`config.mk`:
```
export PLATFORM = sky130hd
export DESIGN_NAME = pfgb_queue
export DESIGN_NICKNAME = d
export VERILOG_FILES = /design/src/pfgb_pkg.sv /design/src/pfgb_queue.sv
export SDC_FILE = /design/constraint.sdc
export NUM_CORES = 1
export LEC_CHECK = 0
export BUFFER_PORTS_ARGS = -buffer_cell sky130_fd_sc_hd__buf_2
export CAP_MARGIN = 10
export CORE_AREA = 2 2 73 144
export DETAILED_ROUTE_END_ITERATION = 7
export DIE_AREA = 0 0 75 146
export GPL_TIMING_DRIVEN = 0
export PLACE_DENSITY_LB_ADDON = 0.08
export SYNTH_ARGS = -nofsm -noshare
export SYNTH_HDL_FRONTEND = slang
export SYNTH_SLANG_ARGS = --single-unit
```
`constraint.sdc`:
```
create_clock -name i_clk -period 4.7 [get_ports i_clk]
set_input_delay 0.705 -clock i_clk [delete_from_list [all_inputs] [get_ports i_clk]]
set_output_delay 0.705 -clock i_clk [all_outputs]
set_load 0.02 [all_outputs]
```
`src/pfgb_pkg.sv`:
```
// ----------------------------------------------------------------------------
// pfgb_pkg
// Shared constants, codes and types of the planar font glyph blitter.
// ----------------------------------------------------------------------------
`default_nettype none

package pfgb_pkg;

    localparam int GLYPH_COUNT    = 96;
    localparam int BYTES_PER_LINE = 80;
    localparam int SCREEN_HEIGHT  = 480;
    localparam int SCREEN_WIDTH   = 640;

    localparam int FIRST_CODE  = 32;
    localparam int GLYPH_ROWS  = 8;
    localparam int GIDX_W      = (GLYPH_COUNT > 1) ? $clog2(GLYPH_COUNT) : 1;
    localparam int FONT_DEPTH  = GLYPH_COUNT * GLYPH_ROWS;
    localparam int FONT_AW     = GIDX_W + 3;
    localparam int FRAME_DEPTH = BYTES_PER_LINE * SCREEN_HEIGHT;
    localparam int FRAME_AW    = $clog2(FRAME_DEPTH);
    // linear address reach of y*line + col + 7 lines, also for off screen rows
    localparam int ADDR_W      = $clog2((1024 + GLYPH_ROWS) * BYTES_PER_LINE);

    localparam int QDEPTH = 2;
    localparam int QAW    = $clog2(QDEPTH);

    localparam int IN_DATA_W  = 48;
    localparam int IN_USER_W  = 2;
    localparam int RES_W      = 38;
    localparam int OUT_DATA_W = 40;

    localparam logic [1:0] MODE_LOAD = 2'd0;
    localparam logic [1:0] MODE_DRAW = 2'd1;
    localparam logic [1:0] MODE_READ = 2'd2;

    localparam logic [1:0] ST_OK   = 2'd0;
    localparam logic [1:0] ST_CODE = 2'd1;
    localparam logic [1:0] ST_OFF  = 2'd2;

    typedef enum logic [2:0] {
        OP_NOP,
        OP_LOAD,
        OP_DRAW,
        OP_READ,
        OP_REJECT,
        OP_OFFSCREEN
    } t_op;

    typedef enum logic [2:0] {
        S_CLEAR,
        S_IDLE,
        S_FONT,
        S_DRAW_RD,
        S_DRAW_WR,
        S_READ_RD,
        S_READ_DATA,
        S_DONE
    } t_state;

    typedef struct packed {
        t_op                 op;
        logic [GIDX_W-1:0]   gidx;
        logic [2:0]          grow;
        logic [7:0]          gbyte;
        logic [3:0]          color;
        logic [9:0]          y;
        logic                x_ok;
        logic [ADDR_W-1:0]   base;
    } t_cmd;

    typedef struct packed {
        logic full;
        logic empty;
    } t_qstat;

    typedef struct packed {
        logic [1:0]  status;
        logic [3:0]  rows_clipped;
        logic [31:0] plane_bytes;
    } t_result;

endpackage

`default_nettype wire

```
`src/pfgb_queue.sv`:
```
// ----------------------------------------------------------------------------
// pfgb_queue
// Short command FIFO between the front classifier and the back executor.
// ----------------------------------------------------------------------------
`default_nettype none

module pfgb_queue (
    input  logic             i_clk,
    input  logic             i_rst_n,
    input  logic             i_push,
    input  pfgb_pkg::t_cmd   i_cmd,
    input  logic             i_pop,
    output pfgb_pkg::t_cmd   o_cmd,
    output pfgb_pkg::t_qstat o_qstat
);

    pfgb_pkg::t_cmd         r_mem [pfgb_pkg::QDEPTH];
    logic [pfgb_pkg::QAW:0] r_wr_ptr;
    logic [pfgb_pkg::QAW:0] r_rd_ptr;

    assign o_qstat.empty = (r_wr_ptr == r_rd_ptr);
    assign o_qstat.full  = (r_wr_ptr == {~r_rd_ptr[pfgb_pkg::QAW],
                                         r_rd_ptr[pfgb_pkg::QAW-1:0]});
    assign o_cmd = r_mem[r_rd_ptr[pfgb_pkg::QAW-1:0]];

    always_ff @(posedge i_clk) begin
        if (!i_rst_n) begin
            r_wr_ptr <= '0;
            r_rd_ptr <= '0;
        end else begin
            if (i_push) begin
                r_wr_ptr <= r_wr_ptr + 1'b1;
            end
            if (i_pop) begin
                r_rd_ptr <= r_rd_ptr + 1'b1;
            end
        end
    end

    always_ff @(posedge i_clk) begin
        if (i_push) begin
            r_mem[r_wr_ptr[pfgb_pkg::QAW-1:0]] <= i_cmd;
        end
    end

endmodule

`default_nettype wire

```
==> reports/qor.yml <==
pwr:
  p_comb_share_pct: 14.7
  power.density_nw_per_um2: 401
  p_clk_share_pct: 31.7
  power.switching_uw: 499
  total_leakage_power_nw: 2.14
  p_int_mw: 1.65
  pwr-share-seq_pct: 53.6
  switching_share_pct: 23.2
  peakVddDrop_mv: 0.286
critical_path:
  crit_chain: "buf_6 -> buf_12 -> mux2_4 -> buf_2"
  crit_type: "flip-flop to output port"
  crit_fanout: 10
  crit_slowest_cell: "dfxtp_1"
  r2r-start: "r_wr_ptr[0]"
  critPathLaunchType: "flip-flop"
  endpoint: "o_cmd[1]"
  reg2reg_to: "r_mem[1][41]"
  cp_data_arrival_time_ns: 1.48
  rrSetupSlack_ns: 2.98
  crit_cells: 4
  ff2ff_path_depth: 2
  cp-end-kind: "output port"
  max_stage_delay_ns: 0.32
  crit_family: "buffers and inverters"
  cp_num_buf_inv: 3
  cp.required_ns: 3.99
synthesis:
  yosys_warnings: 0
  yosysUniqueCellTypes: 17
  syn_area_sq_um: 4300
  ys_seq_elements: 111
  synth_cells: 188
  synth_seq_area_share_pct: 76.4
  syn_avg_cell_area_sq_um: 22.8
  synth_fp_nets: 245
route:
  route.detailed.drc: 0
  dr.first_iter.drc_count: 77
  vias: 2088
  drt_wl_total_microns: 7030
  ant_nets: 0
  drt-pass1-iter-count: 4
  vias_per_cell: 4.63
  route.detailed.wl_per_inst_microns: 15.6
die:
  die_width_microns: 75
  start_util_pct: 44.0
  coreArea_sq_um: 9760
  die_h_microns: 146
  io-pin-count: 112
  die_area_sq_um: 11000
  num_rows: 51
finish:
  area_delta_synth_final_pct: 25.1
  drive_gt1_share_pct: 59.7
  nets: 370
  final_cells: 451
placed_design:
  globalplace.congestion: 0.682
  hpwl_microns: 4900
  place.port_buffers: 111
  dpl.cell_count: 434
grt:
  antenna_found_initial: 1
  grt_max_degree: 29
  grt_usage_pct: 13.9
  grt_overflow: 0
  grt_pass1_vias: 2268
  grt_pass1_wl_microns: 11000
sta:
  finalHoldViolations: 0
  timing.final.crit_share_pct: 46.5
  min_period_ns: 2.19
  clock-skew-final_ns: 0.00492
  whs_ns: 0.496
  drv_slew: 0
  setup_viol: 0
  timing.fmax_mhz: 457
  worst_slew_pin_slew_ns: 0.729
  slew_headroom_pct: 51.4
  rsz0062_at_grt: "false"
clock_network:
  clockRootBuffer: "clkbuf_16"
  clkSinkCount: 111
  htreeDepth: 3
  clk_latency_ns: 0.35
  cts_tree: "yes"
  cts.path.max_buffers: 2
  cts_setup_buffers: 0
  cts_resized: 0
  cts_buffers: 9
  cts_hold_buf: 0
  path_clk_slew_ns: 0.06
outcome:
  status: "completed"
worst_hold_path:
  hp-class: "flip-flop to flip-flop"
flow_run:
  cap_violations: 0
[worst min-delay path: cells and delay by family (launching register included)]
family | cells | cell delay (ns)
flip-flops | 1 | 0.33
AND/OR/NAND/NOR | 1 | 0.06
multiplexers | 1 | 0.06
[cell usage in the layout, fill, tap and decap left out]
| cell type | count |
|---|---|
| nor2b_1 | 2 |
| nand2b_1 | 1 |
| and2_2 | 1 |
| o21ai_0 | 1 |
| xor2_1 | 2 |
| mux2i_1 | 1 |
| and2_1 | 2 |
| buf_2 | 111 |
| diode_2 | 1 |
| clkbuf_16 | 9 |
| nor2_1 | 1 |
| clkinv_1 | 1 |
| buf_16 | 2 |
| mux2_4 | 50 |
| nor2b_4 | 1 |
| buf_6 | 1 |
| inv_6 | 3 |
| clkinv_2 | 3 |
| o21a_1 | 1 |
| dfxtp_1 | 5 |
| nand2_1 | 3 |
| xnor2_1 | 1 |
| edfxtp_1 | 106 |
| nand4b_1 | 1 |
| buf_12 | 6 |
| mux2_2 | 3 |
[cell type report]
cell class	instances	area, sq um
timing repair buffer	114	631
fill	817	4390
sequential	111	3280
antenna	1	2.50
tap	132	165
clock inverter	7	45.0
buffer	6	111
multi-input combinational	71	910
clock buffer	9	225
[layer usage]
metal  wire [microns]  global-route usage (%)
met5                0                       0
met4              254                    8.04
met3              426                    4.57
met2             4040                    24.4
met1             2310                    13.4
[synth_stat cells, drive strengths merged]
| cell type | number | area (sq um) |
|---|---|---|
| o21a | 1 | 7.51 |
| xor2 | 2 | 17.5 |
| nor2b | 3 | 18.8 |
| nand4b | 1 | 8.76 |
| nand2 | 3 | 11.3 |
| mux2i | 1 | 10.0 |
| xnor2 | 1 | 8.76 |
| dfxtp | 5 | 100 |
| and2 | 3 | 18.8 |
| buf | 6 | 111 |
| nor2 | 1 | 3.75 |
| nand2b | 1 | 6.26 |
| mux2 | 53 | 785 |
| o21ai | 1 | 5.00 |
| edfxtp | 106 | 3180 |
[worst min path at each step]
stage | from | end | cells after the start
2_1_floorplan | r_wr_ptr[1] | r_wr_ptr[1] | 2
3_3_place_gp | r_wr_ptr[1] | r_wr_ptr[1] | 2
3_5_place_dp | r_rd_ptr[1] | r_rd_ptr[1] | 2
4_1_cts | r_rd_ptr[1] | r_rd_ptr[1] | 2
5_1_grt | r_rd_ptr[1] | r_rd_ptr[1] | 2
6_report | r_rd_ptr[1] | r_rd_ptr[1] | 2
[cells by family (layout without fill, tap and decap cells)]
| group | Yosys count | after routing | synth area share [%] |
|---|---|---|---|
| buf+inv | 6 | 136 | 2.59 |
| simple gates | 12 | 12 | 1.57 |
| flops | 111 | 111 | 76.4 |
| xor+xnor | 3 | 3 | 0.612 |
| other cells | 0 | 1 | 0 |
| compound gates | 2 | 2 | 0.291 |
| mux | 54 | 54 | 18.5 |
[power groups by stage]
| stage | clock network (mW) | logic [mW] | registers (mW) |
|---|---|---|---|
| after detailed placement | 0 | 0.322 | 1.18 |
| final | 0.682 | 0.317 | 1.15 |
| after CTS | 0.706 | 0.323 | 1.15 |
| after floorplan | 0 | 0.216 | 1.17 |
| after global placement | 0 | 0.308 | 1.18 |
| after global routing | 0.734 | 0.339 | 1.16 |
[registers in the layout, summed over array words and instances, names as in the netlist, named ones only]
register and cells:
r_rd_ptr 2, r_wr_ptr 2, r_mem 106
[metrics by stage]
| step | power (mW) | util [%] | setup slack (ns) | setup TNS [ns] | cell area [sq um] |
|---|---|---|---|---|---|
| final | 2.15 | 55.0 | 2.51 | 0 | 5370 |
| after global routing | 2.23 | 55.0 | 2.46 | 0 | 5370 |
| after CTS | 2.18 | 55.0 | 2.49 | 0 | 5370 |
| after detailed placement | 1.50 | 52.2 | 2.59 | 0 | 5100 |
| after global placement | 1.49 | 51.4 | -0.464 | -24.87 | 5020 |
| after floorplan | 1.39 | - | 1.15 | 0 | 4300 |
Note: power is estimated with default switching activity, not from simulation.
