`src/pfgb_pkg.sv`:
```
// ----------------------------------------------------------------------------
// pfgb_pkg
// Shared constants, codes and types of the planar font glyph blitter.
// ----------------------------------------------------------------------------
`default_nettype none

package pfgb_pkg;

    localparam int GLYPH_COUNT    = 96;
    localparam int BYTES_PER_LINE = 80;
    localparam int SCREEN_HEIGHT  = 480;
    localparam int SCREEN_WIDTH   = 640;

    localparam int FIRST_CODE  = 32;
    localparam int GLYPH_ROWS  = 8;
    localparam int GIDX_W      = (GLYPH_COUNT > 1) ? $clog2(GLYPH_COUNT) : 1;
    localparam int FONT_DEPTH  = GLYPH_COUNT * GLYPH_ROWS;
    localparam int FONT_AW     = GIDX_W + 3;
    localparam int FRAME_DEPTH = BYTES_PER_LINE * SCREEN_HEIGHT;
    localparam int FRAME_AW    = $clog2(FRAME_DEPTH);
    // linear address reach of y*line + col + 7 lines, also for off screen rows
    localparam int ADDR_W      = $clog2((1024 + GLYPH_ROWS) * BYTES_PER_LINE);

    localparam int QDEPTH = 2;
    localparam int QAW    = $clog2(QDEPTH);

    localparam int IN_DATA_W  = 48;
    localparam int IN_USER_W  = 2;
    localparam int RES_W      = 38;
    localparam int OUT_DATA_W = 40;

    localparam logic [1:0] MODE_LOAD = 2'd0;
    localparam logic [1:0] MODE_DRAW = 2'd1;
    localparam logic [1:0] MODE_READ = 2'd2;

    localparam logic [1:0] ST_OK   = 2'd0;
    localparam logic [1:0] ST_CODE = 2'd1;
    localparam logic [1:0] ST_OFF  = 2'd2;

    typedef enum logic [2:0] {
        OP_NOP,
        OP_LOAD,
        OP_DRAW,
        OP_READ,
        OP_REJECT,
        OP_OFFSCREEN
    } t_op;

    typedef enum logic [2:0] {
        S_CLEAR,
        S_IDLE,
        S_FONT,
        S_DRAW_RD,
        S_DRAW_WR,
        S_READ_RD,
        S_READ_DATA,
        S_DONE
    } t_state;

    typedef struct packed {
        t_op                 op;
        logic [GIDX_W-1:0]   gidx;
        logic [2:0]          grow;
        logic [7:0]          gbyte;
        logic [3:0]          color;
        logic [9:0]          y;
        logic                x_ok;
        logic [ADDR_W-1:0]   base;
    } t_cmd;

    typedef struct packed {
        logic full;
        logic empty;
    } t_qstat;

    typedef struct packed {
        logic [1:0]  status;
        logic [3:0]  rows_clipped;
        logic [31:0] plane_bytes;
    } t_result;

endpackage

`default_nettype wire

```
`src/pfgb_front.sv`:
```
// ----------------------------------------------------------------------------
// pfgb_front
// Unpacks an incoming item, checks code and position, and queues a command.
// ----------------------------------------------------------------------------
`default_nettype none

module pfgb_front (
    input  logic                             i_valid,
    output logic                             o_ready,
    input  logic [pfgb_pkg::IN_DATA_W-1:0]   i_data,
    input  logic [pfgb_pkg::IN_USER_W-1:0]   i_user,
    input  logic                             i_busy,
    input  pfgb_pkg::t_qstat                 i_qstat,
    output logic                             o_push,
    output pfgb_pkg::t_cmd                   o_cmd
);

    logic [9:0] x;
    logic [9:0] y;
    logic [3:0] color;
    logic [7:0] code;
    logic [2:0] grow;
    logic [7:0] gbyte;
    logic [7:0] idx;
    logic       code_ok;
    logic       x_ok;
    logic       y_ok;

    assign x     = i_data[9:0];
    assign y     = i_data[19:10];
    assign color = i_data[23:20];
    assign code  = i_data[31:24];
    assign grow  = i_data[34:32];
    assign gbyte = i_data[42:35];

    assign idx     = code - 8'(pfgb_pkg::FIRST_CODE);
    assign code_ok = (code >= 8'(pfgb_pkg::FIRST_CODE))
                     && ({1'b0, idx} < 9'(pfgb_pkg::GLYPH_COUNT));
    assign x_ok    = ({1'b0, x} <= 11'(pfgb_pkg::SCREEN_WIDTH - 1))
                     && ({2'b00, x[9:3]} < 9'(pfgb_pkg::BYTES_PER_LINE));
    assign y_ok    = ({1'b0, y} <= 11'(pfgb_pkg::SCREEN_HEIGHT - 1));

    assign o_ready = !i_qstat.full && !i_busy;
    assign o_push  = i_valid && o_ready;

    always_comb begin
        o_cmd.gidx  = idx[pfgb_pkg::GIDX_W-1:0];
        o_cmd.grow  = grow;
        o_cmd.gbyte = gbyte;
        o_cmd.color = color;
        o_cmd.y     = y;
        o_cmd.x_ok  = x_ok;
        o_cmd.base  = pfgb_pkg::ADDR_W'(y) * pfgb_pkg::ADDR_W'(pfgb_pkg::BYTES_PER_LINE)
                      + pfgb_pkg::ADDR_W'(x[9:3]);
        case (i_user)
            pfgb_pkg::MODE_LOAD: begin
                o_cmd.op = code_ok ? pfgb_pkg::OP_LOAD : pfgb_pkg::OP_REJECT;
            end
            pfgb_pkg::MODE_DRAW: begin
                o_cmd.op = code_ok ? pfgb_pkg::OP_DRAW : pfgb_pkg::OP_REJECT;
            end
            pfgb_pkg::MODE_READ: begin
                o_cmd.op = (x_ok && y_ok) ? pfgb_pkg::OP_READ : pfgb_pkg::OP_OFFSCREEN;
            end
            default: begin
                o_cmd.op = pfgb_pkg::OP_NOP;
            end
        endcase
    end

endmodule

`default_nettype wire

```
`config.mk`:
```
export PLATFORM = sky130hd
export DESIGN_NAME = pfgb_front
export DESIGN_NICKNAME = d
export VERILOG_FILES = /design/src/pfgb_pkg.sv /design/src/pfgb_front.sv
export SDC_FILE = /design/constraint.sdc
export NUM_CORES = 1
export LEC_CHECK = 0
export ABC_AREA = 1
export ABC_CLOCK_PERIOD_IN_PS = 4410
export BUFFER_PORTS_ARGS = -buffer_cell sky130_fd_sc_hd__buf_2
export CELL_PAD_IN_SITES_DETAIL_PLACEMENT = 0
export CELL_PAD_IN_SITES_GLOBAL_PLACEMENT = 2
export CORE_ASPECT_RATIO = 0.6
export CORE_MARGIN = 2
export CORE_UTILIZATION = 20
export DETAILED_ROUTE_END_ITERATION = 10
export PLACE_DENSITY_LB_ADDON = 0.1
export SYNTH_ARGS = -nofsm -noshare
export SYNTH_HDL_FRONTEND = slang
export SYNTH_SLANG_ARGS = --single-unit
export TNS_END_PERCENT = 10
```
`constraint.sdc`:
```
create_clock -name vclk -period 4.41
set_input_delay 0.441 -clock vclk [all_inputs]
set_output_delay 0.441 -clock vclk [all_outputs]
set_load 0.05 [all_outputs]
```
==> results.toml, run 1 <==
[run_status]
outcome = "finished, final reports clean"

[routing]
vias = 1263
ant_nets = 0
wirelength_um = 3444
first_iter_violations = 50
wire_per_inst_um = 10.60
drcViolationCount = 0
via_per_inst = 3.886
firstDrtPassIters = 4

[grt]
use_met1_pct = 16.79
antenna_found_initial = 0
grt-busiest-layer = "met1"
grt_first_pass_wirelength_um = 5520
grt_max_degree = 7
grt.overflow.total = 0
use_met2_pct = 11.87
grt_pass1_vias = 1111
gr-usage-met3_pct = 1.174
grt_use_total_pct = 9.567

[logic_synthesis]
yosysMostFrequentCell = "nand2_1"
yosys-top-cells-area = "buf_4 20%, ha_1 20%, nand2_1 14%"
yosysTopAreaCell = "buf_4"
yosys_warnings = 0
syn-num-nets = 291
ys_seq_area_share_pct = 0
syn_area_per_cell_um2 = 6.098
synth_cell_types = 22
synth_area_mm2 = 0.001305
syn_inst = 214
netlist_top_cells_count = "49 x nand2_1, 35 x buf_4, 33 x inv_1, 21 x ha_1, 21 x nand3_1"
synth_top_area_share_pct = 20.13

[power_and_ir_drop]
intPower_uw = 94.05
clkPwrFrac_pct = 0
p_per_area_mw_per_mm2 = 245.4
power.share.switching_pct = 73.70
p_leak_uw = 0.0008931
ir_drop_mv = 0.1121
seqPwrFrac_pct = 0
p_comb_share_pct = 100.0
power_switching_uw = 263.6

[floorplanning]
start_util_pct = 20.98
dieHeight_um = 66.57
die_w_um = 108.3
rows = 22
core_mm2 = 0.006221
dieArea_mm2 = 0.007209
io-pin-count = 109

[place]
portBuffers = 62
placed_area_mm2 = 0.001458
dp.final_hpwl_um = 3137
gp_congestion = 0.6837

[layout]
nClkBuffers = 0
seq_cell_count = 0
multiInputGateArea_um2 = 914.6
ff_latch_area_um2 = 0
design_area_mm2 = 0.001458
layout-drive-gt1-share_pct = 31.54
diodes = 0
fillers = 747
layout.nets = 320
syn_to_final_growth_pct = 11.70

[timing]
max_slew_margin_pct = 76.74
setup_tns_ps = 0
hold_violations = 0
period_share_pct = 72.16
setup-violations-final = 0
slew_viol_final = 0
rsz0062_at_grt = "no"
worst_pin_slew_ps = 348.9
max_freq_ghz = 0.3142
fin_crit_ps = 3182

[critical_path]
worst_path_max_delay_cell = "fa_1"
crit_path_frequent_cell = "nand2_1"
worstPathRequired_ps = 3970
slowest_delay_ps = 430
critPathKind = "in -> out"
path_cells = "buf_2 > ha_1 > ha_1 > fa_1 > nand2_1 > inv_1 > nor2_4 > nand2_2 > nor2_4 > nand2_1 > nor2_1 > nand3_1 > inv_1 > nand2_1 > nand2_1 > buf_2"
worstPathMaxFanout = 4
startpoint_type = "input port"
cp.arrival_ps = 2740
endpoint_kind = "output port"

[clocking]
cts_resized = 0
cts_setup_buffers = 0
hold_buffers = 0

[min_path]
hp-class = "in -> out"

[run]
cap_violations = 0
[worst paths after layout]
kind	endpoint	depth (start not counted)	startpoint	slack [ps]
max	o_cmd[16]	16	i_data[11]	1230
min	o_cmd[41]	0	i_data[33]	880
[layout make-up]
type                            count  area share, %
Tap cell                           84          7.210
Timing Repair Buffer               62          21.29
Inverter                           34          8.755
Multi-Input combinational cell    145          62.75
[through the flow]
stage	hold WS, ps	std cells	util, %	total power [uW]	setup WS [ps]
3_5_place_dp	882.4	325	23.43	361.7	1176
2_1_floorplan	1049	214	-	335.6	1185
4_1_cts	882.4	325	23.43	362.6	1173
5_1_grt	882.1	325	23.43	393.0	1051
3_3_place_gp	882.4	325	23.43	367.6	1139
6_report	882.0	325	23.43	357.7	1228
[power groups by stage]
stage               registers (uW)  logic (uW)  clock network (uW)
finish                           0         358                   0
detailed placement               0         362                   0
global route                     0         393                   0
floorplan                        0         336                   0
global placement                 0         368                   0
CTS                              0         363                   0
[routing by layer]
| layer | up-vias | part of all wire, % |
|---|---|---|
| li1 | 695 | - |
| met5 | - | 0 |
| met2 | 55 | 31 |
| met3 | 6 | 6.6 |
| met1 | 507 | 61 |
| met4 | 0 | 0.93 |
[critical path, delay by kind of cell]
| kind | cells | cell delay [ps] |
|---|---|---|
| buf+inv | 4 | 540 |
| fa+ha+maj | 3 | 960 |
| simple gates | 9 | 790 |
[layout by cell type, fill, tap and decap left out, types with 2 or more instances in the layout]
cell type,n
nand3_1,21
inv_1,33
nor2_4,3
xnor2_1,4
ha_1,21
o21ai_0,2
nand3_2,3
nand4_1,2
a21oi_1,6
buf_2,62
fa_1,2
xor2_1,4
nor2_1,16
nand2_1,49
nand2_2,5
nor2_2,2
[logic make-up (layout without fill, tap and decap cells)]
family	count (synthesis)	after routing	synth area share, %
fa+ha+maj	23	23	23.20
simple gates	104	104	37.39
buf+inv	69	96	29.91
compound gates	10	10	4.123
xor+xnor	8	8	5.369
No activity file was read; power rests on OpenSTA's default activity.
==> run 2, diff against run 1 <==
Settings changed: ABC_AREA 1 to 0, ABC_CLOCK_PERIOD_IN_PS 4410 to 3100, CORE_UTILIZATION 20 to 18.
Clock period 4.41 ns to 3.1 ns, I/O delays scaled along.
==> run 2 against run 1 <==
Non-clock buffer count is 18 higher. Synthesized area is 15% lower. Synthesized cell count is 34% lower. Core utilization is 2.3 points higher. Die area is 5.1% lower. First-iteration DRC count is 34% lower. Wire length is 12% lower. Largest cell class unchanged. Highest routed layer unchanged.
==> results.toml, run 2 <==
[run_status]
outcome = "finished, final reports clean"

[logic_synthesis]
yosys-top-cells-area = "buf_4 24%, ha_1 24%, xnor2_1 8.7%"
syn_inst = 141
netlist_top_cells_count = "35 x buf_4, 21 x ha_1, 11 x xnor2_1, 10 x inv_1"
ys_seq_area_share_pct = 0
synth_top_area_share_pct = 23.65
syn_area_per_cell_um2 = 7.880
synth_cell_types = 35
synth_area_mm2 = 0.001111
syn-num-nets = 218
yosys_warnings = 0
yosysMostFrequentCell = "buf_4"
yosysTopAreaCell = "buf_4"

[layout]
final_core_utilization_pct = 25.78
nClkBuffers = 0
layout.nets = 263
layout_common_cells = "57 x buf_2, 18 x buf_4, 14 x ha_1, 10 x inv_1, 9 x xnor2_1"
ff_latch_area_um2 = 0
layout-drive-gt1-share_pct = 54.89
seq_cell_count = 0
final_common_cell = "buf_2"
syn_to_final_growth_pct = 39.86
fillers = 667
diodes = 0
stdcell_count = 268

[place]
portBuffers = 62
gp_congestion = 0.6935
dp.cells = 267
dp.final_hpwl_um = 2746

[routing]
top_layer = "met4"
wl_met3_um = 170
drcViolationCount = 0
wl_met2_um = 1054
first_iter_violations = 33
wire_per_inst_um = 11.32
ant_nets = 0
via_per_inst = 3.821
m1WireLength_um = 1741
vias = 1024
firstDrtPassIters = 3
wirelength_um = 3034

[grt]
grt.overflow.total = 0
grt_first_pass_wirelength_um = 4588
grt_pass1_vias = 904
antenna_found_initial = 0
grt_max_degree = 7
grt_use_total_pct = 8.157

[critical_path]
crit_path_frequent_cell = "ha_4"
worst_path_max_delay_cell = "fa_2"
critPathKind = "in -> out"
path_cells = "buf_8 > ha_4 > ha_4 > fa_2 > or3b_4 > or3_4 > nor3b_4 > a31o_1 > buf_6"
cp.buffers_inverters = 2
worst-path-stages = 9
cp.arrival_ps = 2750
startpoint_type = "input port"
cpLargestDelayFamily = "simple AND/OR/NAND/NOR gates"
endpoint_kind = "output port"
worstPathRequired_ps = 2790
worstPathMaxFanout = 2
slowest_delay_ps = 530

[power_and_ir_drop]
power_switching_uw = 384.9
p_leak_uw = 0.0007731
p_comb_share_pct = 100.0
power.share.switching_pct = 64.27
seqPwrFrac_pct = 0
intPower_uw = 214.0
ir_drop_mv = 0.1218
clkPwrFrac_pct = 0
p_per_area_mw_per_mm2 = 385.4

[timing]
max_freq_ghz = 0.3265
slew_viol_final = 0
worst_pin_slew_ps = 479.6
setup-violations-final = 0
fin_crit_ps = 3063
rsz0062_at_grt = "yes"
hold_violations = 0
period_share_pct = 98.80
max_slew_margin_pct = 67.88

[floorplanning]
die_w_um = 105.4
io-pin-count = 109
rows = 22
dieArea_mm2 = 0.006838
start_util_pct = 18.43
dieHeight_um = 64.86
core_mm2 = 0.006028

[min_path]
worstHoldPathCells = 0
hp-class = "in -> out"

[clocking]
hold_buffers = 0

[run]
cap_violations = 0
==> run 2: area by class of cell <==
cell class	count	area [um^2]	area share, %
multi-input combinational	94	930.9	59.90
timing repair buffer	80	480.5	30.92
tap	84	105.1	6.763
inverter	10	37.54	2.415
==> run 2: worst paths after layout <==
kind / startpoint / to / slack [ps]
worst max-delay path: i_data[13] / o_cmd[16] / 40
worst min-delay path: i_data[20] / o_cmd[28] / 620
==> run 2: power by group through the flow <==
stage | clock, uW | combinational [uW] | sequential [uW]
CTS | 0 | 575 | 0
finish | 0 | 599 | 0
global placement | 0 | 555 | 0
detailed placement | 0 | 556 | 0
global route | 0 | 643 | 0
floorplan | 0 | 475 | 0
==> run 2: kinds of logic after synthesis <==
logic type / synth area share, %
AOI/OAI and AO/OA: 17.68
xor gates and xnor gates: 13.40
and+or+nand+nor: 13.96
adders and majority gates: 27.25
buffers and inverters: 27.70
==> run 2: per-stage QoR <==
step	power (uW)	TNS (ps)	area (um^2)	hold slack (ps)	setup slack, ps
floorplan	474.8	-481.3	1126	787.1	-196.0
global placement	555.5	-456.0	1399	620.6	-216.0
detailed placement	555.6	-448.0	1399	620.6	-228.6
CTS	575.2	0	1446	620.6	27.57
global route	643.3	-84.25	1554	620.1	-55.40
finish	598.9	0	1554	620.0	37.25
==> run 2: routing by layer <==
layer | vias up | track usage, %
met3 | 14 | 0.5030
met5 | - | 0
met4 | 0 | 2.167
li1 | 546 | -
met1 | 435 | 14.16
met2 | 29 | 9.919
==> run 2: what timing repair did <==
item | in CTS | in global routing
resized for setup | 9 | 19
pin swaps | 7 | 12
setup endpoints to repair | 3 | 4
setup buffers | 1 | 0
